===== src/hdl/mbag_pkg.sv =====
// Shared types, constants and the control program of the multiset bag engine.
package mbag_pkg;

   localparam int CAPACITY    = 64;
   localparam int VALUE_WIDTH = 32;
   localparam int ADDR_W      = $clog2(CAPACITY);
   localparam int CNT_W       = $clog2(CAPACITY + 1);

   localparam logic [1:0] ACT_INSERT    = 2'd0;
   localparam logic [1:0] ACT_ERASE_ALL = 2'd1;
   localparam logic [1:0] ACT_ERASE_ONE = 2'd2;
   localparam logic [1:0] ACT_COUNT     = 2'd3;

   localparam logic [1:0] STATUS_DONE      = 2'd0;
   localparam logic [1:0] STATUS_FULL      = 2'd1;
   localparam logic [1:0] STATUS_NOT_FOUND = 2'd2;

   typedef struct packed {
      logic [1:0]             action;
      logic [VALUE_WIDTH-1:0] item_value;
   } req_type;

   typedef struct packed {
      logic [1:0]       status;
      logic [CNT_W-1:0] amount;
      logic [CNT_W-1:0] entries_held;
   } rsp_type;

   // Step addresses of the control program.
   typedef enum logic [3:0] {
      STEP_IDLE     = 4'd0,
      STEP_DISPATCH = 4'd1,
      STEP_INS      = 4'd2,
      STEP_INS_REJ  = 4'd3,
      STEP_SCAN     = 4'd4,
      STEP_CHECK    = 4'd5,
      STEP_HIT      = 4'd6,
      STEP_CNT_ADV  = 4'd7,
      STEP_MOVE_RD  = 4'd8,
      STEP_MOVE_WR  = 4'd9,
      STEP_DONE     = 4'd10,
      STEP_MISS     = 4'd11,
      STEP_REPLY    = 4'd12
   } step_type;

   // Branch conditions tested by a control word.
   typedef enum logic [3:0] {
      COND_ALWAYS,
      COND_NO_REQ,
      COND_IS_INSERT,
      COND_FULL,
      COND_STAY,
      COND_END,
      COND_NOT_COUNT,
      COND_IS_ALL,
      COND_FOUND_OR_NOT_ONE,
      COND_RSP_BUSY
   } cond_type;

   typedef struct packed {
      logic take;      // open the request channel
      logic start;     // clear index, amount and status
      logic adv;       // step the index while the scan stays in its loop
      logic idx_inc;
      logic amt_inc;
      logic amt_one;
      logic fill_inc;
      logic fill_dec;
      logic wr_val;    // write the request value at the fill slot
      logic wr_move;   // write the read data at the index slot
      logic rd_last;   // read the last held entry instead of the next index
      logic rd_hold;   // keep the read data register
      logic st_full;
      logic st_miss;
      logic rsp_load;
   } ops_type;

   typedef struct packed {
      ops_type  ops;
      cond_type cond;
      step_type tgt_true;
      step_type tgt_false;
   } uword_type;

   function automatic uword_type ucode_rom(input step_type pc);
      uword_type w;
      w = '{ops: '0, cond: COND_ALWAYS, tgt_true: STEP_IDLE, tgt_false: STEP_IDLE};
      case (pc)
         STEP_IDLE: begin
            w.ops.take  = 1'b1;
            w.ops.start = 1'b1;
            w.cond      = COND_NO_REQ;
            w.tgt_true  = STEP_IDLE;
            w.tgt_false = STEP_DISPATCH;
         end
         STEP_DISPATCH: begin
            w.cond      = COND_IS_INSERT;
            w.tgt_true  = STEP_INS;
            w.tgt_false = STEP_SCAN;
         end
         STEP_INS: begin
            w.cond      = COND_FULL;
            w.tgt_true  = STEP_INS_REJ;
            w.tgt_false = STEP_REPLY;
            w.ops.wr_val   = 1'b1;
            w.ops.fill_inc = 1'b1;
            w.ops.amt_one  = 1'b1;
         end
         STEP_INS_REJ: begin
            w.ops.st_full = 1'b1;
            w.tgt_true    = STEP_REPLY;
         end
         STEP_SCAN: begin
            w.ops.adv   = 1'b1;
            w.cond      = COND_STAY;
            w.tgt_true  = STEP_SCAN;
            w.tgt_false = STEP_CHECK;
         end
         STEP_CHECK: begin
            w.cond      = COND_END;
            w.tgt_true  = STEP_DONE;
            w.tgt_false = STEP_HIT;
         end
         STEP_HIT: begin
            w.ops.amt_inc = 1'b1;
            w.cond        = COND_NOT_COUNT;
            w.tgt_true    = STEP_MOVE_RD;
            w.tgt_false   = STEP_CNT_ADV;
         end
         STEP_CNT_ADV: begin
            w.ops.idx_inc = 1'b1;
            w.tgt_true    = STEP_SCAN;
         end
         STEP_MOVE_RD: begin
            w.ops.rd_last  = 1'b1;
            w.ops.fill_dec = 1'b1;
            w.tgt_true     = STEP_MOVE_WR;
         end
         STEP_MOVE_WR: begin
            w.ops.wr_move = 1'b1;
            w.ops.rd_hold = 1'b1;
            w.cond        = COND_IS_ALL;
            w.tgt_true    = STEP_SCAN;
            w.tgt_false   = STEP_DONE;
         end
         STEP_DONE: begin
            w.cond      = COND_FOUND_OR_NOT_ONE;
            w.tgt_true  = STEP_REPLY;
            w.tgt_false = STEP_MISS;
         end
         STEP_MISS: begin
            w.ops.st_miss = 1'b1;
            w.tgt_true    = STEP_REPLY;
         end
         STEP_REPLY: begin
            w.ops.rsp_load = 1'b1;
            w.cond         = COND_RSP_BUSY;
            w.tgt_true     = STEP_REPLY;
            w.tgt_false    = STEP_IDLE;
         end
         default: begin
            w.tgt_true = STEP_IDLE;
         end
      endcase
      return w;
   endfunction

endpackage


===== src/hdl/multiset_bag_engine_top.sv =====
// Top level of the multiset bag engine: sequencer, entry store and response register.
//
// Channel   Direction  Handshake               Payload
// request   in         req_valid / req_stall   req_data  (action, item_value)
// response  out        rsp_valid / rsp_stall   rsp_data  (status, amount, entries_held)
//
// An insert passes from acceptance through the dispatch and insert steps to the reply step,
// with a reject step between when the store is full and the insert is rejected. Erase and
// count walk the held entries through the single read port of the entry store, one entry
// per cycle while no match is found; each match passes through a hit step, and an erase
// also through the move steps, which read the last entry and write it into the freed slot.
// An erase-one that matches at slot j ends there; one that finds nothing adds a miss step.
// Reset clears the entry count and the control state; the store itself needs no clearing.
// A finished response waits in its register under rsp_stall while the next request is
// already accepted; the sequencer only waits in its reply step while that register stalls.
module multiset_bag_engine_top (
   input  logic             clock,
   input  logic             reset,
   input  logic             req_valid,
   output logic             req_stall,
   input  mbag_pkg::req_type req_data,
   output logic             rsp_valid,
   input  logic             rsp_stall,
   output mbag_pkg::rsp_type rsp_data
);

   localparam int AW = mbag_pkg::ADDR_W;
   localparam int CW = mbag_pkg::CNT_W;
   localparam int VW = mbag_pkg::VALUE_WIDTH;

   // Step counter and the control word it selects.
   mbag_pkg::step_type  pc_ff, pc_in;
   mbag_pkg::uword_type uw;

   // Datapath registers.
   logic [1:0]  action_ff, action_in;
   logic [VW-1:0] value_ff, value_in;
   logic [CW-1:0] idx_ff, idx_in;
   logic [CW-1:0] fill_ff, fill_in;
   logic [CW-1:0] amount_ff, amount_in;
   logic [1:0]  status_ff, status_in;
   logic [VW-1:0] rd_data_ff;
   logic        rsp_valid_ff, rsp_valid_in;
   mbag_pkg::rsp_type rsp_data_ff, rsp_data_in;

   // Entry store: one write and one registered read per cycle.
   logic [VW-1:0] store_mem [mbag_pkg::CAPACITY];

   logic          req_fire;
   logic          scan_end;
   logic          scan_miss;
   logic          stay;
   logic          full;
   logic          rsp_busy;
   logic          cond_hit;
   logic [CW-1:0] fill_m1;
   logic [AW-1:0] rd_addr;
   logic          wr_en;
   logic [AW-1:0] wr_addr;
   logic [VW-1:0] wr_data;

   assign uw = mbag_pkg::ucode_rom(pc_ff);

   assign req_stall = ~uw.ops.take;
   assign req_fire  = req_valid & uw.ops.take;

   // The scan compares the entry at the current index, taken from the registered read data.
   assign scan_end  = (idx_ff >= fill_ff);
   assign scan_miss = (rd_data_ff != value_ff);
   assign stay      = ~scan_end & scan_miss;
   assign full      = (fill_ff == CW'(mbag_pkg::CAPACITY));
   assign rsp_busy  = rsp_valid_ff & rsp_stall;
   assign fill_m1   = fill_ff - CW'(1);

   always_comb begin
      case (uw.cond)
         mbag_pkg::COND_ALWAYS:    cond_hit = 1'b1;
         mbag_pkg::COND_NO_REQ:    cond_hit = ~req_valid;
         mbag_pkg::COND_IS_INSERT: cond_hit = (action_ff == mbag_pkg::ACT_INSERT);
         mbag_pkg::COND_FULL:      cond_hit = full;
         mbag_pkg::COND_STAY:      cond_hit = stay;
         mbag_pkg::COND_END:       cond_hit = scan_end;
         mbag_pkg::COND_NOT_COUNT: cond_hit = (action_ff != mbag_pkg::ACT_COUNT);
         mbag_pkg::COND_IS_ALL:    cond_hit = (action_ff == mbag_pkg::ACT_ERASE_ALL);
         mbag_pkg::COND_FOUND_OR_NOT_ONE: begin
            cond_hit = (action_ff != mbag_pkg::ACT_ERASE_ONE) || (amount_ff != '0);
         end
         mbag_pkg::COND_RSP_BUSY:  cond_hit = rsp_busy;
         default:                  cond_hit = 1'b1;
      endcase
      pc_in = cond_hit ? uw.tgt_true : uw.tgt_false;
   end

   always_comb begin
      action_in = req_fire ? req_data.action : action_ff;
      value_in  = req_fire ? req_data.item_value : value_ff;

      idx_in = idx_ff;
      if (uw.ops.start) begin
         idx_in = '0;
      end else if (uw.ops.idx_inc || (uw.ops.adv && stay)) begin
         idx_in = idx_ff + CW'(1);
      end

      fill_in = fill_ff;
      if (uw.ops.fill_inc && !full) begin
         fill_in = fill_ff + CW'(1);
      end else if (uw.ops.fill_dec) begin
         fill_in = fill_m1;
      end

      amount_in = amount_ff;
      if (uw.ops.start) begin
         amount_in = '0;
      end else if (uw.ops.amt_one && !full) begin
         amount_in = CW'(1);
      end else if (uw.ops.amt_inc) begin
         amount_in = amount_ff + CW'(1);
      end

      status_in = status_ff;
      if (uw.ops.start) begin
         status_in = mbag_pkg::STATUS_DONE;
      end else if (uw.ops.st_full) begin
         status_in = mbag_pkg::STATUS_FULL;
      end else if (uw.ops.st_miss) begin
         status_in = mbag_pkg::STATUS_NOT_FOUND;
      end
   end

   // The read address follows the next index, so a new entry is ready every cycle outside a move.
   assign rd_addr = uw.ops.rd_last ? fill_m1[AW-1:0] : idx_in[AW-1:0];

   always_comb begin
      wr_en   = 1'b0;
      wr_addr = idx_ff[AW-1:0];
      wr_data = rd_data_ff;
      if (uw.ops.wr_val && !full) begin
         wr_en   = 1'b1;
         wr_addr = fill_ff[AW-1:0];
         wr_data = value_ff;
      end else if (uw.ops.wr_move) begin
         wr_en = 1'b1;
      end
   end

   always_ff @(posedge clock) begin
      if (wr_en) begin
         store_mem[wr_addr] <= wr_data;
      end
      if (!uw.ops.rd_hold) begin
         rd_data_ff <= store_mem[rd_addr];
      end
   end

   // The response register frees as soon as the consumer takes it.
   always_comb begin
      rsp_valid_in = rsp_busy;
      rsp_data_in  = rsp_data_ff;
      if (uw.ops.rsp_load && !rsp_busy) begin
         rsp_valid_in             = 1'b1;
         rsp_data_in.status       = status_ff;
         rsp_data_in.amount       = amount_ff;
         rsp_data_in.entries_held = fill_ff;
      end
   end

   always_ff @(posedge clock) begin
      if (reset) begin
         pc_ff        <= mbag_pkg::STEP_IDLE;
         fill_ff      <= '0;
         rsp_valid_ff <= 1'b0;
      end else begin
         pc_ff        <= pc_in;
         fill_ff      <= fill_in;
         rsp_valid_ff <= rsp_valid_in;
      end
   end

   always_ff @(posedge clock) begin
      action_ff   <= action_in;
      value_ff    <= value_in;
      idx_ff      <= idx_in;
      amount_ff   <= amount_in;
      status_ff   <= status_in;
      rsp_data_ff <= rsp_data_in;
   end

   assign rsp_valid = rsp_valid_ff;
   assign rsp_data  = rsp_data_ff;

endmodule


===== config.mk =====
export PLATFORM = sky130hd
export DESIGN_NAME = multiset_bag_engine_top
export DESIGN_NICKNAME = d
export VERILOG_FILES = /design/src/hdl/mbag_pkg.sv /design/src/hdl/multiset_bag_engine_top.sv
export SDC_FILE = /design/constraint.sdc
export NUM_CORES = 2
export LEC_CHECK = 0
export BUFFER_PORTS_ARGS = -buffer_cell sky130_fd_sc_hd__buf_2
export CORE_MARGIN = 10
export CORE_UTILIZATION = 57
export CTS_CLUSTER_DIAMETER = 80
export DETAILED_ROUTE_END_ITERATION = 6
export PLACE_DENSITY = 0.76
export SLEW_MARGIN = 10
export SYNTH_ARGS = -nofsm -noshare
export SYNTH_HDL_FRONTEND = slang
export SYNTH_SLANG_ARGS = --single-unit
export TNS_END_PERCENT = 30

===== constraint.sdc =====
create_clock -name clock -period 4.5 [get_ports clock]
set_clock_uncertainty 0.2 [all_clocks]
set_input_delay 0.45 -clock clock [delete_from_list [all_inputs] [get_ports clock]]
set_output_delay 0.45 -clock clock [all_outputs]
set_load 0.1 [all_outputs]

==> summary.md <==
| Metric | Value |
|---|---|
| Status | `complete, but fails checks` |
| Failing checks | `DRC, setup timing` |
| Die Span Y | `409.4 um` |
| I/O pins | `56` |
| Max-slew violation count | `0` |
| Largest cells by area after synthesis | `edfxtp_1 74%, mux2i_1 12%, mux2_2 3.3%, o211ai_1 2.3%, nand2_1 1.7%` |
| Hold Slack | `118.3 ps` |
| WP buf/inv | `2` |
| Detailed router's first-iteration violation count | `7,188` |
| # nets final | `5,704` |
| Fillers | `9,146` |
| Syn. warnings | `0` |
| Initial antenna violation count | `8` |
| Clock edge transition at the registers on the reported setup and hold paths | `60 ps` |
| I/O Buffers | `55` |
| Syn nets | `5,033` |
| WL final | `241,900 um` |
| Synth area leader | `edfxtp_1` |
| CP top delay family | `simple AND/OR/NAND/NOR gates` |
| Avg Inst Size Synth | `17.34 sq um` |
| Vias | `50,522` |
| Combinational power share | `0.223` |
| Final Hold Fails | `0` |
| Vias in the first global route | `49,056` |
| DR DRC count | `1` |
| Compound-Gate Fraction of Synth Area | `0.04012` |
| CTS tree | `done` |
| Total iterations of the first detailed-routing run | `7` |
| Async set or reset register ratio after synthesis | `0` |
| Synthesized instance count | `4,983` |
| CP required | `5010 ps` |
| Site row count | `142` |
| Synth Register Bits | `2,158` |
| Via density | `6.438` |
| Fin crit share | `1.113` |
| H-tree levels | `4` |
| Max Cap Viol | `0` |
| Netlist cell types | `58` |
| Cell mode on critical path | `buf_4` |
| Crit path cell chain | `xor2_1 > nor4_2 > buf_4 > and4_4 > a21o_4 > a211oi_2 > a311o_2 > nor4_4 > buf_4 > a22oi_2 > nand4_1 > or3_1` |
| EDFF count, synth | `2,130` |
| Crit start category | `flop` |
| Xor and xnor area share after synthesis | `0.005473` |
| Clk pwr share | `0.301` |
| Final ANT Viol Nets | `0` |
| Hpwl dp | `138,600 um` |
| Area grow syn2layout | `19.53%` |
| DR WL/cell | `30.83 um` |
| Crit. End Element | `flop` |
| Largest family of logic cells by synthesized area | `multiplexers` |
| Peak supply drop | `0.4195 mV` |
| Starting density of the core | `0.5749` |
| Gpl congestion | `0.8916` |
| Arr. time, crit path | `5520 ps` |
| Critical path peak fanout | `8` |
| Synth Flop Type | `edfxtp_1` |
| Synth Area in Adders | `0.001738` |
| Die Width | `409.4 um` |
| Fin worst setup slack | `-507.4 ps` |
| Setup violators final | `32` |
| Crit Path Class | `flop to flop` |
| Slew HR | `0.1701` |
| Slew at the pin with the worst max-slew slack | `1236 ps` |
| Core ar. | `150,300 sq um` |
| Post-Place Setup Slack | `-1165 ps` |
| LEAKAGE | `34.88 nW` |
| Total GRT Usage | `0.2778` |
| Worst path max stage delay | `1050 ps` |
| Total power | `55.74 mW` |
| Root buf cell | `clkbuf_16` |
| Cell-internal power | `39.47 mW` |
| CTS buffer count | `204` |
| Slowest CP cell | `nor4_4` |
| Fmax | `199.7 MHz` |
| DIE AREA | `167,600 sq um` |
| Mux share of post-synthesis cell area | `0.1524` |
| NetSw | `16.27 mW` |
| Latest clock arrival within the worst-skew pair | `850 ps` |
| Simple-Gate Fraction of Synth Area | `0.03734` |
| Sequential element share of the synthesized area | `0.7467` |
| Switching share of power | `0.2919` |
| Cell area power density | `539.7 nW/um^2` |
| Synth top area share | `0.7402` |
| CTS sink count | `2,158` |
| Share of layout cells above drive strength 1 | `0.2459` |
| Placed cells | `7,315` |
| Synth Cell Area | `86,410 sq um` |
| First-pass GRT wire length | `342,000 um` |
| Unrepaired setup endpoints after global routing | `yes` |
| Reg power frac | `0.476` |
| GRT overflow | `0` |
| Largest net degree at the start of global routing | `107` |
| Classification of the worst-slack hold path | `primary input to flop` |
| Max clock buf depth | `3` |
| Non-Filler Instances | `7,848` |
| Minimum clock period after layout | `5007 ps` |
sequential cells by signal, summed over array words and instances, names as in the netlist:
name and flops:
store_mem 2048, rd_data_ff 32, value_ff 32, rsp_data 16, amount_ff 7, fill_ff 7
idx_ff 7, pc_ff 4, action_ff 2, status_ff 2, rsp_valid 1
power groups by stage:
stage          clock network (mW)  registers, mW  logic [mW]
6_report                     16.8           26.5        12.4
5_1_grt                      17.7           26.5        13.0
2_1_floorplan                   0           27.0        5.76
3_3_place_gp                    0           26.9        10.9
4_1_cts                      16.9           26.5        11.8
3_5_place_dp                    0           26.9        11.3
cell usage after synthesis, drive strengths merged, types with 12 or more instances:
| cell | number |
|---|---|
| a21oi | 23 |
| a22oi | 130 |
| buf | 168 |
| clkbuf | 111 |
| dfxtp | 28 |
| edfxtp | 2130 |
| ha | 12 |
| inv | 15 |
| mux2 | 253 |
| mux2i | 1030 |
| nand2 | 388 |
| nand3 | 17 |
| nand4 | 103 |
| nor2 | 113 |
| nor3 | 13 |
| nor4 | 17 |
| o211ai | 259 |
| o21ai | 16 |
| or3 | 35 |
| xnor2 | 16 |
| xor2 | 38 |
area by class of cell:
type | count | area, sq um | share of cell area
clock inverter | 123 | 1227 | 0.01188
inverter | 16 | 60.06 | 0.0005815
multi-input combinational | 2530 | 21610 | 0.2092
sequential | 2158 | 64530 | 0.6247
timing repair buffer | 744 | 8028 | 0.07772
tap | 2016 | 2522 | 0.02442
clock buffer | 256 | 5300 | 0.05131
antenna | 5 | 12.51 | 0.0001211
layer usage:
| metal | vias to the layer above | part of all wire | track usage | wire length (um) |
|---|---|---|---|---|
| met5 | - | 0.000091 | 0 | 22 |
| met4 | 4 | 0.055 | 0.1348 | 13330 |
| met1 | 25565 | 0.36 | 0.3658 | 87400 |
| met2 | 3305 | 0.46 | 0.4365 | 112200 |
| met3 | 615 | 0.12 | 0.06540 | 28960 |
| li1 | 21033 | - | - | - |
placed cells by master, fill, tap and decap left out, drive strengths merged, types with 6 or more instances in the layout:
cell type	instances
nor4	17
nor2	113
bufinv	15
o211ai	259
o22ai	6
or3	35
dfxtp	28
nand3	17
a21oi	23
clkbuf	264
a22oi	130
xnor2	16
nor3	13
nand2	388
buf	696
dlygate4sd3	38
and3	6
mux2	253
nand4	103
o21ai	16
o31ai	6
xor2	38
edfxtp	2130
ha	12
and4	6
inv	22
mux2i	1030
clkinv	97
cell families after synthesis:
kind of cell | Yosys count
buffers and inverters | 295
adder cells (fa/ha/maj) | 12
AND/OR/NAND/NOR | 712
multiplexers | 1283
flip-flops | 2158
XOR/XNOR | 54
AO/OA/AOI/OAI | 469
through the flow:
stage | instance area, sq um | utilization | TNS [ps]
finish | 103300 | 0.6872 | -7802
global route | 103300 | 0.6872 | -8759
floorplan | 86410 | - | -196620
CTS | 102200 | 0.6798 | -430.6
global placement | 94310 | 0.6274 | -17390
detailed placement | 94310 | 0.6274 | -18440
path summary, 6_finish.rpt:
path / from / endpoint / slack (ps) / cells after the start
max: rd_data_ff[19]$_DFFE_PN_ / rd_data_ff[24]$_DFFE_PN_ / -510 / 12
min: req_data[27] / value_ff[27]$_DFFE_PP_ / 120 / 2
max reg2reg: rd_data_ff[19]$_DFFE_PN_ / rd_data_ff[24]$_DFFE_PN_ / -510 / 12
min reg2reg: status_ff[1]$_SDFFE_PP0P_ / rsp_data[15]$_DFFE_PP_ / 240 / 0
what timing repair did:
item                       CTS  global route
gates resized for setup    100            93
hold buffers                38             0
hold endpoints to repair    62             0
setup endpoints to repair   32            32
pin swaps                   55            61
gates cloned                 7             7
buffers inserted            41            60
Power figures use the tool's default switching activity.
